--- config.mk ---
export PLATFORM = sky130hd
export DESIGN_NAME = rule_table_state_classifier
export DESIGN_NICKNAME = d
export VERILOG_FILES = /design/src/design/rtsc_pkg.sv /design/src/design/rule_table_state_classifier.sv /design/src/design/rtsc_decide.sv
export SDC_FILE = /design/constraint.sdc
export NUM_CORES = 1
export LEC_CHECK = 0
export BUFFER_PORTS_ARGS = -buffer_cell sky130_fd_sc_hd__buf_2
export CAP_MARGIN = 20
export CORE_UTILIZATION = 30
export DETAILED_ROUTE_END_ITERATION = 6
export PLACE_DENSITY = 0.52
export SLEW_MARGIN = 20
export SYNTH_ARGS = -nofsm -noshare
export SYNTH_HDL_FRONTEND = slang
export SYNTH_SLANG_ARGS = --single-unit
--- constraint.sdc ---
create_clock -name clk -period 10.2 [get_ports clk]
set_input_delay 2.04 -clock clk [delete_from_list [all_inputs] [get_ports clk]]
set_output_delay 2.04 -clock clk [all_outputs]
set_load 0.005 [all_outputs]
--- src/design/rtsc_pkg.sv ---
// Shared types and constants for the rule-table state classifier.
// Holds the beat layouts, the register layouts and the rule kind codes.
// No dependencies.
package rtsc_pkg;

  localparam int RULE_SLOTS   = 4;
  localparam int STATE_COUNT  = 8;
  localparam int VALUE_BITS   = 16;
  localparam int STATE_BITS   = 3;
  localparam int ACTION_BITS  = 3;
  localparam int TIME_BITS    = 24;
  localparam int CFG_IDX_BITS = 3;
  localparam int CFG_DATA_BITS = 32;
  localparam int IN_BYTES_BITS = 64;
  localparam int OUT_BYTES_BITS = 8;

  // Rule kinds held in bits 2:0 of a rule slot.
  typedef enum logic [2:0] {
    KIND_OFF     = 3'd0,
    KIND_GTE     = 3'd1,
    KIND_HYST    = 3'd2,
    KIND_RATE_GT = 3'd3,
    KIND_RATE_LT = 3'd4
  } rule_kind_t;

  // Register indexes on the configuration channel.
  typedef enum logic [CFG_IDX_BITS-1:0] {
    REG_RULE_0     = 3'd0,
    REG_RULE_1     = 3'd1,
    REG_RULE_2     = 3'd2,
    REG_RULE_3     = 3'd3,
    REG_STATE_MAP  = 3'd4,
    REG_STATE_ESC  = 3'd5,
    REG_ACTION_ESC = 3'd6
  } reg_idx_t;

  typedef struct packed {
    logic signed [VALUE_BITS-1:0] level;
    logic [STATE_BITS-1:0]        state;
    logic [2:0]                   kind;
  } rule_t;

  typedef struct packed {
    logic [7:0][ACTION_BITS-1:0] actions;
    logic [STATE_BITS-1:0]       dflt;
  } state_map_t;

  typedef struct packed {
    logic [TIME_BITS-1:0]  dur;
    logic [STATE_BITS-1:0] to;
    logic [STATE_BITS-1:0] from;
    logic                  en;
  } state_esc_t;

  typedef struct packed {
    logic [TIME_BITS-1:0]   dur;
    logic                   no_cool;
    logic [ACTION_BITS-1:0] to;
    logic [ACTION_BITS-1:0] from;
    logic                   en;
  } action_esc_t;

  typedef struct packed {
    rule_t [RULE_SLOTS-1:0] rules;
    state_map_t             map;
    state_esc_t             state_esc;
    action_esc_t            action_esc;
  } cfg_t;

  // Input beat, last field in the lowest bits.
  typedef struct packed {
    logic                         cooling_seen;
    logic [TIME_BITS-1:0]         time_in_state;
    logic [STATE_BITS-1:0]        prior_state;
    logic signed [VALUE_BITS-1:0] prior_value;
    logic signed [VALUE_BITS-1:0] sample_value;
  } sample_t;

  typedef struct packed {
    logic [ACTION_BITS-1:0] chosen_action;
    logic [STATE_BITS-1:0]  new_state;
  } result_t;

  localparam int SAMPLE_BITS = $bits(sample_t);
  localparam int RESULT_BITS = $bits(result_t);

endpackage

--- src/design/rule_table_state_classifier.sv ---
// Top level of the rule-table state classifier: stream ports, configuration
// registers, the input and result registers. Uses rtsc_pkg and rtsc_decide.
//
//  Channel  Direction  Beat contents
//  s_*      in         one sample: value, prior value, prior state, time, cooling
//  m_*      out        one result: new state and chosen action
//  cfg_*    in         one register write: index and data
//
// A sample accepted into the input register passes through the decision
// logic into the result register, which drives m_tdata. The decision logic
// between the two registers is a single pass, so a new sample is taken every
// cycle while the result side is not stalled.
// Reset is synchronous; it clears both valid flags and the configuration
// registers, while the sample and result data registers keep their contents.
// A stalled result holds in the result register while the input register
// still takes one more sample; s_tready drops only when both are full and the
// result is not being taken.
module rule_table_state_classifier (
  input  logic                               clk,
  input  logic                               rst,
  // sample_value[15:0], prior_value[31:16], prior_state[34:32],
  // time_in_state[58:35], cooling_seen[59], zero pad [63:60]
  input  logic [rtsc_pkg::IN_BYTES_BITS-1:0]  s_tdata,
  input  logic                               s_tvalid,
  output logic                               s_tready,
  // new_state[2:0], chosen_action[5:3], zero pad [7:6]
  output logic [rtsc_pkg::OUT_BYTES_BITS-1:0] m_tdata,
  output logic                               m_tvalid,
  input  logic                               m_tready,
  input  logic [rtsc_pkg::CFG_IDX_BITS-1:0]   cfg_index,
  input  logic [rtsc_pkg::CFG_DATA_BITS-1:0]  cfg_data,
  input  logic                               cfg_valid,
  output logic                               cfg_ready
);

  rtsc_pkg::cfg_t    cfg;
  rtsc_pkg::sample_t smp;
  rtsc_pkg::result_t res;
  rtsc_pkg::result_t res_q;
  logic              smp_valid;
  logic              smp_adv;

  // Configuration writes are accepted at any time; software must write only
  // while the block is idle, and the block itself does not enforce this.
  assign cfg_ready = 1'b1;

  always_ff @(posedge clk) begin
    if (rst) begin
      cfg <= '0;
    end else if (cfg_valid && cfg_ready) begin
      unique case (rtsc_pkg::reg_idx_t'(cfg_index))
        rtsc_pkg::REG_RULE_0: begin
          cfg.rules[0] <= rtsc_pkg::rule_t'(cfg_data[$bits(rtsc_pkg::rule_t)-1:0]);
        end
        rtsc_pkg::REG_RULE_1: begin
          cfg.rules[1] <= rtsc_pkg::rule_t'(cfg_data[$bits(rtsc_pkg::rule_t)-1:0]);
        end
        rtsc_pkg::REG_RULE_2: begin
          cfg.rules[2] <= rtsc_pkg::rule_t'(cfg_data[$bits(rtsc_pkg::rule_t)-1:0]);
        end
        rtsc_pkg::REG_RULE_3: begin
          cfg.rules[3] <= rtsc_pkg::rule_t'(cfg_data[$bits(rtsc_pkg::rule_t)-1:0]);
        end
        rtsc_pkg::REG_STATE_MAP: begin
          cfg.map <= rtsc_pkg::state_map_t'(cfg_data[$bits(rtsc_pkg::state_map_t)-1:0]);
        end
        rtsc_pkg::REG_STATE_ESC: begin
          cfg.state_esc <=
            rtsc_pkg::state_esc_t'(cfg_data[$bits(rtsc_pkg::state_esc_t)-1:0]);
        end
        rtsc_pkg::REG_ACTION_ESC: begin
          cfg.action_esc <=
            rtsc_pkg::action_esc_t'(cfg_data[$bits(rtsc_pkg::action_esc_t)-1:0]);
        end
        default: begin
          // Unused index: the write is taken and dropped.
        end
      endcase
    end
  end

  // The input register moves on whenever the result register is empty or
  // its beat is being taken this cycle.
  assign smp_adv  = !m_tvalid || m_tready;
  assign s_tready = !smp_valid || smp_adv;

  always_ff @(posedge clk) begin
    if (rst) begin
      smp_valid <= 1'b0;
    end else if (s_tready) begin
      smp_valid <= s_tvalid;
    end
  end

  always_ff @(posedge clk) begin
    if (s_tvalid && s_tready) begin
      smp <= rtsc_pkg::sample_t'(s_tdata[rtsc_pkg::SAMPLE_BITS-1:0]);
    end
  end

  rtsc_decide u_decide (
    .cfg (cfg),
    .smp (smp),
    .res (res)
  );

  always_ff @(posedge clk) begin
    if (rst) begin
      m_tvalid <= 1'b0;
    end else if (smp_adv) begin
      m_tvalid <= smp_valid;
    end
  end

  always_ff @(posedge clk) begin
    if (smp_valid && smp_adv) begin
      res_q <= res;
    end
  end

  assign m_tdata = {(rtsc_pkg::OUT_BYTES_BITS - rtsc_pkg::RESULT_BITS)'(0), res_q};

  // A sample leaving the input register always lands in the result register.
  a_result_follows: assert property (@(posedge clk) disable iff (rst)
    (smp_valid && smp_adv) |=> m_tvalid)
    else $error("sample left the input register without a result");

  // With both registers empty the block must take a beat.
  a_ready_when_empty: assert property (@(posedge clk) disable iff (rst)
    (!smp_valid && !m_tvalid) |-> s_tready)
    else $error("empty pipeline refused a sample");

  // Reset empties both the input register and the result register.
  a_reset_clears: assert property (@(posedge clk)
    rst |=> (!m_tvalid && !smp_valid))
    else $error("valid flag survived reset");

endmodule

--- src/design/rtsc_decide.sv ---
// Combinational decision logic: rule match, state escalation, action lookup
// and action escalation for one registered sample. Uses rtsc_pkg.
module rtsc_decide (
  input  rtsc_pkg::cfg_t    cfg,
  input  rtsc_pkg::sample_t smp,
  output rtsc_pkg::result_t res
);

  logic signed [rtsc_pkg::VALUE_BITS:0]  rate;
  logic [rtsc_pkg::RULE_SLOTS-1:0]       hit;
  logic [rtsc_pkg::STATE_BITS-1:0]       base_state;
  logic [rtsc_pkg::STATE_BITS-1:0]       final_state;
  logic [rtsc_pkg::ACTION_BITS-1:0]      table_action;
  logic                                  time_ok_state;
  logic                                  time_ok_action;

  // The rate is one bit wider than the values, so it never wraps.
  assign rate = (rtsc_pkg::VALUE_BITS+1)'(smp.sample_value) -
                (rtsc_pkg::VALUE_BITS+1)'(smp.prior_value);

  // Every slot is compared in parallel.
  always_comb begin
    for (int i = 0; i < rtsc_pkg::RULE_SLOTS; i++) begin
      case (rtsc_pkg::rule_kind_t'(cfg.rules[i].kind))
        rtsc_pkg::KIND_GTE: begin
          hit[i] = smp.sample_value >= cfg.rules[i].level;
        end
        rtsc_pkg::KIND_HYST: begin
          hit[i] = (smp.prior_state == cfg.rules[i].state) &&
                   (smp.sample_value > cfg.rules[i].level);
        end
        rtsc_pkg::KIND_RATE_GT: begin
          hit[i] = rate > (rtsc_pkg::VALUE_BITS+1)'(cfg.rules[i].level);
        end
        rtsc_pkg::KIND_RATE_LT: begin
          hit[i] = rate < (rtsc_pkg::VALUE_BITS+1)'(cfg.rules[i].level);
        end
        default: begin
          hit[i] = 1'b0;
        end
      endcase
    end
  end

  // Priority pick: walking from the lowest priority up lets slot 0 win.
  always_comb begin
    base_state = cfg.map.dflt;
    for (int i = rtsc_pkg::RULE_SLOTS - 1; i >= 0; i--) begin
      if (hit[i]) begin
        base_state = cfg.rules[i].state;
      end
    end
  end

  assign time_ok_state  = smp.time_in_state >= cfg.state_esc.dur;
  assign time_ok_action = smp.time_in_state >= cfg.action_esc.dur;

  always_comb begin
    final_state = base_state;
    if (cfg.state_esc.en && base_state == cfg.state_esc.from &&
        smp.prior_state == cfg.state_esc.from && time_ok_state) begin
      final_state = cfg.state_esc.to;
    end
  end

  // States without a table entry map to no action.
  always_comb begin
    table_action = '0;
    if ({1'b0, final_state} < (rtsc_pkg::STATE_BITS+1)'(rtsc_pkg::STATE_COUNT)) begin
      table_action = cfg.map.actions[final_state];
    end
  end

  always_comb begin
    res.new_state     = final_state;
    res.chosen_action = table_action;
    if (cfg.action_esc.en && table_action == cfg.action_esc.from && time_ok_action &&
        !(cfg.action_esc.no_cool && smp.cooling_seen)) begin
      res.chosen_action = cfg.action_esc.to;
    end
  end

endmodule

# After elaboration in Yosys (flattened, before gate mapping)
# Index checks and enable logic that the tools add are counted.
# totals
regBits,246
input_bits,104
output_inout_bits,11
# op_classes
magnitude_cmp,19
n_eq_ne,29
mux,12
n_reduce_logical,26
n_addsub,1
# ops
op,count
$gt 17x16->1,4
$lt 17x16->1,4
$ge 16x16->1,4
$gt 16x16->1,4
$ge 24x24->1,2
$eq 3x2->1 const B,10
$eq 3x3->1,7
$eq 3x3->1 const B,7
$mux 3,7
$sub 16x16->17,1
$pmux 1 s4,4
$eq 3x1->1 const B,5
$reduce_and 2->1,7
$logic_and 1x1->1,13
$bmux 3 s3,1
$lt 3x4->1 const B,1
$logic_not 1->1,3
$logic_not 3->1,1
$logic_or 1x1->1,2

# Depth between registers and ports, before layout
# Gate-level depths: netlist of the first run.
# depth
ltp_word,19
depth_mapped,37
mapped_depth_nobuf,35

# Cells and area by module
# A second synthesis of the first run with hierarchy kept.
# hier_totals
hier_cells,1500
area_unflattened_um2,15080.7
# modules_own_cells
mod,area_each_um2,seq_area_each_um2,instances,cells_per_inst
rule_table_state_classifier,9120.0,5585.4,1,707
rtsc_decide,5960.7,0.0,1,793

# Worst setup path after synthesis of the first run
# Ideal clock, no wire load.
# synth_timing
path_type,reg2reg
from,register smp[1] (netlist name)
to,register res_q (netlist bit m_tdata[3]) (data pin)
t_arrival_ns,7.721
path_slack_ns,2.217
path_stages_with_launch,35
synth_period_minus_slack_ns,7.983
n_path_buf,0
path_cell_list,edfxtp_1 -> ha_1 -> nor2b_1 -> o21ai_0 -> nand2b_1 -> a21o_1 -> a21o_1 -> a21o_1 -> a21o_1 -> a21o_1 -> a21o_1 -> a21o_1 -> a21o_1 -> a21o_1 -> a21oi_1 -> o21bai_1 -> a21oi_1 -> xnor2_1 -> ha_1 -> nand4_1 -> or4_1 -> o31a_1 -> or4b_1 -> o211a_1 -> a31oi_1 -> or3_1 -> a221oi_1 -> o311ai_1 -> a2bb2oi_1 -> mux2_2 -> a222oi_1 -> o21ai_1 -> xnor2_1 -> nand4_1 -> mux2_1
# synth_lines
element,line,source
to (signal assigned),rule_table_state_classifier.sv:117,res_q <= res;
to (decl),rule_table_state_classifier.sv:39,rtsc_pkg::result_t res_q;

==> results of run 1 <==
==> report_power, final <==
| group | switching [mW] | total [mW] | internal (mW) |
|---|---|---|---|
| clock | 0.441 | 1.08 | 0.642 |
| combinational | 0.249 | 0.408 | 0.159 |
| sequential | 0.0261 | 1.06 | 1.04 |
==> metal layers <==
| layer | GRT usage, % | vias to the layer above | part of all wire [%] |
|---|---|---|---|
| met5 | 0 | - | 0 |
| met4 | 4.32 | 0 | 2.4 |
| met3 | 2.12 | 58 | 3.6 |
| met2 | 31.1 | 221 | 47 |
| met1 | 23.4 | 5783 | 47 |
| li1 | - | 6121 | - |
==> sequential cells by signal, summed over array words and instances, names as in the netlist <==
name	flops
m_tdata	6
cfg	178
smp	60
smp_valid	1
m_tvalid	1
==> stage by stage <==
step / setup WS, ns / power (mW)
2_1_floorplan: 2.22 / 1.34
3_3_place_gp: 0.677 / 1.48
3_5_place_dp: 0.604 / 1.49
4_1_cts: 0.510 / 2.59
5_1_grt: 0.114 / 2.68
6_report: 0.661 / 2.55
==> logic make-up after synthesis <==
group	Yosys count	synth area share [%]
AND/OR/NAND/NOR	597	18.8
AO/OA/AOI/OAI	404	17.1
flip-flops	246	38.6
buffers and inverters	210	5.54
adder cells (fa/ha/maj)	197	17.1
XOR/XNOR	33	2.00
multiplexers	10	0.752
other	2	0.0519
==> area by class of cell <==
cell class	instances	area, sq um
fillers	4991	31000
flip-flops and latches	246	5590
inverters	147	552
well taps	615	769
clock inverters	12	135
multi-input cells	1244	8120
repair buffers	120	643
clock buffers	42	866
==> what timing repair did <==
item,in CTS,in global routing
hold buffers,0,0
endpoints found under the setup margin,0,3
gates resized for setup,0,1
==> cell usage after synthesis (22+ instances only) <==
master	count	area, sq um
dfxtp_1	180	3600
a21oi_1	233	1170
nand2_1	391	1470
edfxtp_1	66	1980
o21ai_0	22	110
nor2_1	34	128
clkbuf_1	57	214
inv_1	147	552
nand4_1	35	219
ha_1	196	2450
nand3_1	26	130
a21o_1	48	360
==> layout by cell type, fill, tap and decap left out, drive strengths merged, types with 16 or more instances in the layout <==
cell    synthesis  routed
a21o           48      48
xnor2          17      17
ha            196     196
nand4          35      35
dfxtp         180     180
o21ai          24      24
nor2           34      34
edfxtp         66      66
nand3          26      26
nor2b          20      20
inv           147     150
xor2           16      16
nand2         391     391
a21oi         233     233
clkbuf         57      42
buf             6     120
==> path summary, 6_finish.rpt <==
kind,startpoint,to
worst max-delay path,smp[1],m_tdata[3]
worst min-delay path,cfg[154],cfg[154]
worst max register to register,smp[1],m_tdata[3]
worst min register to register,cfg[154],cfg[154]
==> worst reg2reg max path: cells and delay by family, from the launching register on <==
kind                     cells  cell delay, ns
adder cells (fa/ha/maj)      2            0.72
buffers and inverters        1            0.25
AO/OA/AOI/OAI               19            4.00
flip-flops                   1            0.54
multiplexers                 3            1.00
AND/OR/NAND/NOR              8            2.27
XOR/XNOR                     2            0.52
==> flow_summary.toml, run 1 <==
[run_status]
status = "finished, final reports clean"

[cts]
cts_tree = "done"
ctsRootBufferMaster = "clkbuf_16"
cts_htree_levels = 1
cts_setup_buffers = 0
clk_pin_slew_ns = 0.06
worstSkewPairLatency_ns = 0.58
cts_made_buffers = 29
clock_path_buffers = 3
cts_sinks = 246

[setup_path]
path_delay_family = "compound AO/OA/AOI/OAI gates"
crit_path_frequent_cell = "a21o_1"
crit_buf_inv = 1
r2r_slack_ns = 0.66
worstPathArrival_ns = 9.86
start_kind = "register"
cp.depth = 35
cp_data_required_time_ns = 10.52
max_stage_delay_ns = 0.70
crit_path_max_fanout = 18
reg2reg_depth = 35
cp-end-kind = "register"
crit_slowest_cell = "nor4_1"
crit_type = "reg2reg"

[die]
io_pins = 115
design.die.area_sq_um = 49100
initial_core_util_pct = 30.4
core_area_sq_um = 47600
die_y_um = 222
die_w_um = 222
placementRows = 80

[synth]
ys_ff_latch = 246
synth_warnings = 0
synth_ff_type = "dfxtp_1"
avgSynthCellArea_sq_um = 8.51
synth_area_sq_um = 14500
synth-async-reset-ratio_pct = 0
synth_seq_area_share_pct = 38.6
postSynthCellCount = 1699
synth_cell_type_count = 81
synth_enable_flop_cells = 66

[timing]
skew_ns = 0.00818
fmax_mhz = 105
rsz0062_at_grt = "false"
drv_slew = 0
fin_crit_ns = 9.54
worstMarginPinSlew_ns = 1.08
finalCritPeriodShare_pct = 93.5
holdWs_ns = 0.454
slew_headroom_pct = 27.6
fin_tns_setup_ns = 0
setup-violations-final = 0
hold_viol = 0

[place]
dp_hpwl_um = 32600
dp_cells = 2371
place.gp.congestion = 0.939
port_buffers = 107
place_area_sq_um = 15600

[grt]
grt-ovfl-total = 0
grt_pass1_wl_um = 68700
antenna_found_initial = 0
grt_max_degree = 94
grt_pass1_vias = 11996
gr-usage-all-layers_pct = 17.8

[min_path]
holdPathStages = 2
worstHoldPathType = "reg2reg"

[routing]
vias_per_cell = 5.02
wire_per_inst_um = 18.2
vias = 12183
drtPass1Iterations = 5
ant_nets = 0
wl_um = 44200
drt_iter0_drc = 681
drc_errors = 0

[cells_and_area]
diodes = 0
num-nets-final = 2089
drive_gt1_share_pct = 10.8
design_area_sq_um = 16700
areaGrowthSynthToFinish_pct = 15.2
final_util_pct = 35.0
fin_cells = 2426

[power_and_ir_drop]
irDropWorstVdd_v = 0.000132
leakagePower_nw = 6.31
cellPowerDensity_nw_per_um2 = 153

[job]
max-cap-violations = 0
(Power assumes the default switching activity.)
==> run 2: changes to the inputs <==
- BUFFER_PORTS_ARGS: -buffer_cell sky130_fd_sc_hd__buf_2 -> -buffer_cell sky130_fd_sc_hd__buf_4
==> flow_summary.toml, run 2 (synthesis gave the netlist of run 1 again) <==
[die]
core_area_sq_um = 47600
die_y_um = 222
placementRows = 80
design.die.area_sq_um = 49100
initial_core_util_pct = 30.4
die_w_um = 222
io_pins = 115

[place]
port_buffers = 107
place.gp.congestion = 0.899
dp_hpwl_um = 32800
place_area_sq_um = 15900

[timing]
fmax_mhz = 105
fin_crit_ns = 9.55
hold_viol = 0
slew_headroom_pct = 24.5
skew_ns = 0.0149
worstMarginPinSlew_ns = 1.13
setup-violations-final = 0
drv_slew = 0
finalCritPeriodShare_pct = 93.7
fin_tns_setup_ns = 0
rsz0062_at_grt = "false"

[cts]
cts_sinks = 246
cts_setup_buffers = 0
clock_path_buffers = 3
worstSkewPairLatency_ns = 0.59
clk_pin_slew_ns = 0.06
cts_htree_levels = 1
ctsResizeCount = 0
ctsRootBufferMaster = "clkbuf_16"
postCtsHoldBufs = 0
cts_made_buffers = 30
cts_tree = "done"

[setup_path]
start_kind = "register"
reg2reg_depth = 35
crit_slowest_cell = "o311ai_0"
cp_data_required_time_ns = 10.53
crit_buf_inv = 1
reg2reg_from = "smp[1]"
r2r_slack_ns = 0.65
worstPathArrival_ns = 9.89
max_stage_delay_ns = 0.62
path_delay_family = "compound AO/OA/AOI/OAI gates"
crit_path_max_fanout = 18
crit_path_frequent_cell = "a21o_1"
reg2reg_to = "m_tdata[4]"
cp-end-kind = "register"
crit_type = "reg2reg"

[routing]
wl_um = 44500
vias_per_cell = 5.04
drt_iter0_drc = 626
wire_per_inst_um = 18.3
drtPass1Iterations = 5
vias = 12234
drc_errors = 0
ant_nets = 0

[grt]
grt.busiest_layer = "met2"
use_met3_pct = 2.09
grt_max_degree = 81
met1_usage_pct = 23.0
gr-usage-all-layers_pct = 17.9
use_met2_pct = 31.4
grt_pass1_wl_um = 68300
grt_pass1_vias = 12071
grt-ovfl-total = 0
antenna_found_initial = 0

[min_path]
worstHoldPathType = "reg2reg"
hp-start = "cfg[13]"
holdPathStages = 2
min_to = "cfg[13]"

[cells_and_area]
areaGrowthSynthToFinish_pct = 17.0
final_common_cell = "nand2_1"
largest_reg_flops = 178
drive_gt1_share_pct = 10.8
diodes = 0
design_area_sq_um = 16900
num-nets-final = 2090
final_util_pct = 35.5
final_cell_mix = "nand2_1, a21oi_1, ha_1"
largest_register = "cfg"

[power_and_ir_drop]
leakagePower_nw = 6.39
totalPowerFinal_mw = 2.55
irDropWorstVdd_v = 0.000131
cellPowerDensity_nw_per_um2 = 151

[run_status]
status = "finished, final reports clean"

[job]
max-cap-violations = 0
-- run 2: changes by cell type in the layout (fill, tap and decap cells not counted), sizes merged --
cell      change
clkinvlp      +2
bufinv        -1
clkbuf        -3
clkinv        +5
inv           -1
-- run 2: how the worst max path moves through the flow --
stage          startpoint          to  cells after the start
2_1_floorplan      smp[1]  m_tdata[3]                     34
3_3_place_gp       smp[1]  m_tdata[5]                     35
3_5_place_dp       smp[1]  m_tdata[5]                     35
4_1_cts            smp[1]  m_tdata[5]                     35
5_1_grt            smp[0]  m_tdata[4]                     36
6_report           smp[1]  m_tdata[4]                     35
-- run 2: final cells by class --
| class | count | area, sq um |
|---|---|---|
| Fill cell | 4958 | 30700 |
| Multi-Input combinational cell | 1244 | 8120 |
| Sequential cell | 246 | 5590 |
| Timing Repair Buffer | 120 | 901 |
| Clock buffer | 39 | 846 |
| Tap cell | 615 | 769 |
| Inverter | 147 | 552 |
| Clock inverter | 17 | 150 |
-- run 2: layer usage --
metal / vias to the layer above / part of all wire, %
met2: 250 / 48
met5: - / 0
met1: 5813 / 46
met3: 62 / 3.9
li1: 6109 / -
met4: 0 / 2.4
-- run 2: through the flow --
stage	hold slack [ns]	std cells	worst slack, ns
finish	0.454	2428	0.646
global route	0.474	2428	0.0943
CTS	0.456	2428	0.607
detailed placement	0.448	2372	0.626
global placement	0.440	2372	0.642
floorplan	0.431	1700	2.22
-- run 2: power by group --
group / switching [mW] / internal (mW) / total, mW
sequential: 0.0266 / 1.04 / 1.06
clock: 0.459 / 0.614 / 1.07
combinational: 0.249 / 0.171 / 0.420
-- run 2: tightest hold or removal path, delay by kind of cell (launching register included) --
family	cells	cell delay, ns
DFF	1	0.31
and+or+nand+nor	1	0.05
AOI/OAI and AO/OA	1	0.05
==> run 3: changes to the inputs <==
- ABC_AREA: default -> 1
==> flow_summary.toml, run 3 <==
[die]
initial_core_util_pct = 30.6
design.die.area_sq_um = 49800
die_w_um = 223
die_y_um = 223
core_area_sq_um = 47900
io_pins = 115
placementRows = 80

[cts]
postCtsHoldBufs = 0
worstSkewPairLatency_ns = 0.58
cts_tree = "done"
ctsResizeCount = 0
ctsRootBufferMaster = "clkbuf_16"
cts_htree_levels = 1
clock_path_buffers = 3
cts_setup_buffers = 0
cts_made_buffers = 29
cts_sinks = 246
clk_pin_slew_ns = 0.06

[timing]
fmax_mhz = 140
hold_viol = 0
setup-violations-final = 0
finalWorstSetupSlack_ns = 3.04
rsz0062_at_grt = "false"
fin_crit_ns = 7.16
drv_slew = 0
fin_tns_setup_ns = 0
finalCritPeriodShare_pct = 70.2
slew_headroom_pct = 32.9
worstMarginPinSlew_ns = 1.01
skew_ns = 0.00892

[setup_path]
crit_path_max_fanout = 13
crit_path_frequent_cell = "nand2_1"
crit_type = "reg2reg"
max_stage_delay_ns = 0.52
crit_slowest_cell = "edfxtp_1"
crit_buf_inv = 2
cp_data_required_time_ns = 10.53
worstPathArrival_ns = 7.49
start_kind = "register"
path_delay_family = "simple AND/OR/NAND/NOR gates"
cp-end-kind = "register"

[synth]
yosysTopAreaCell = "dfxtp_1"
synthSimpleGateAreaFrac_pct = 21.5
synth_area_sq_um = 14700
avgSynthCellArea_sq_um = 8.21
synth_enable_flop_cells = 66
synth_area_leaders = "dfxtp_1, ha_1, edfxtp_1, nand2_1, a211oi_1"
postSynthCellCount = 1786
synth_cell_type_count = 53
synth-compound-area-share_pct = 14.0
ys_ff_latch = 246
muxShareOfSynthArea_pct = 0
synth_top_family_by_area = "simple AND/OR/NAND/NOR gates"
synth-async-reset-ratio_pct = 0
synth_warnings = 0
synth_ff_type = "dfxtp_1"
synth_seq_area_share_pct = 38.1
synth_top_area_share_pct = 24.6
post-synth-top-count-cell = "nand2_1"
synthAdderAreaFrac_pct = 16.9
synthXorXnorAreaFrac_pct = 1.49
synthTopCellsByCount = "nand2_1, inv_1, nor2_1"

[routing]
drtPass1Iterations = 5
ant_nets = 0
wire_per_inst_um = 16.2
vias_per_cell = 4.73
vias = 11857
drc_errors = 0
wl_um = 40500
drt_iter0_drc = 655

[grt]
grt-ovfl-total = 0
grt_max_degree = 79
gr-usage-all-layers_pct = 16.4
grt_pass1_wl_um = 63800
antenna_found_initial = 0
grt_pass1_vias = 11326

[cells_and_area]
largest_register = "cfg"
n_fill_cell = 4892
design_area_sq_um = 17100
drive_gt1_share_pct = 12.7
diodes = 0
areaGrowthSynthToFinish_pct = 16.2
largest_reg_flops = 178
num-nets-final = 2172
final_common_cell = "nand2_1"
final_cell_mix = "nand2_1, inv_1, nor2_1"

[power_and_ir_drop]
leakagePower_nw = 7.07
irDropWorstVdd_v = 0.000113
cellPowerDensity_nw_per_um2 = 160
totalPowerFinal_mw = 2.72

[place]
post-place-ws_ns = 3.07
port_buffers = 107
place_area_sq_um = 16000
dp_hpwl_um = 29800
place.gp.congestion = 0.872

[job]
max-cap-violations = 0

[run_status]
status = "finished, final reports clean"

[min_path]
worstHoldPathType = "reg2reg"
run 3: area by class of cell:
cell class	instances	area [sq um]	area share, %
clock inverters	10	141	0.829
repair buffers	115	863	5.06
multi-input cells	1241	7920	46.4
clock buffers	41	873	5.12
flip-flops and latches	246	5590	32.8
well taps	615	769	4.51
inverters	238	898	5.27
run 3: path summary, 6_finish.rpt:
kind	slack (ns)	cells after the start	startpoint	end
worst max register to register	3.04	48	smp[2]	m_tdata[5]
worst min-delay path	0.46	2	cfg[83]	cfg[83]
worst max-delay path	3.04	48	smp[2]	m_tdata[5]
worst min register to register	0.46	2	cfg[83]	cfg[83]
run 3: per-layer routing:
layer,share of wire [%],track usage [%],routed length (um),vias up
met5,0,0,0,-
met4,1.8,3.87,733,0
met3,4.4,1.91,1790,49
met2,44,26.1,17700,181
met1,50,23.4,20200,5404
li1,-,-,-,6223
run 3: worst reg2reg max path, delay by kind of cell (launching register included):
family,cells,cell delay (ns)
xor+xnor,1,0.43
compound gates,10,1.83
fa+ha+maj,2,0.73
flops,1,0.52
buf+inv,2,0.10
simple gates,33,3.29
run 3: metrics by stage:
step           utilization [%]  hold WS [ns]  instances
2_1_floorplan                -         0.437       1787
5_1_grt                   35.6         0.476       2506
3_5_place_dp              33.4         0.455       2455
3_3_place_gp              33.4         0.449       2455
4_1_cts                   35.6         0.463       2506
6_report                  35.6         0.459       2506
run 3: report_power, final:
part           switching (mW)  leakage (nW)  internal [mW]
Combinational           0.340          4.46          0.206
Sequential             0.0250          2.11           1.05
Clock                   0.438         0.506          0.671
run 3: logic make-up (layout without fill, tap and decap cells):
kind of cell / Yosys count / in the layout
AND/OR/NAND/NOR: 694 / 694
AO/OA/AOI/OAI: 322 / 322
buffers and inverters: 300 / 404
flip-flops: 246 / 246
adder cells (fa/ha/maj): 197 / 197
XOR/XNOR: 25 / 25
other: 2 / 3
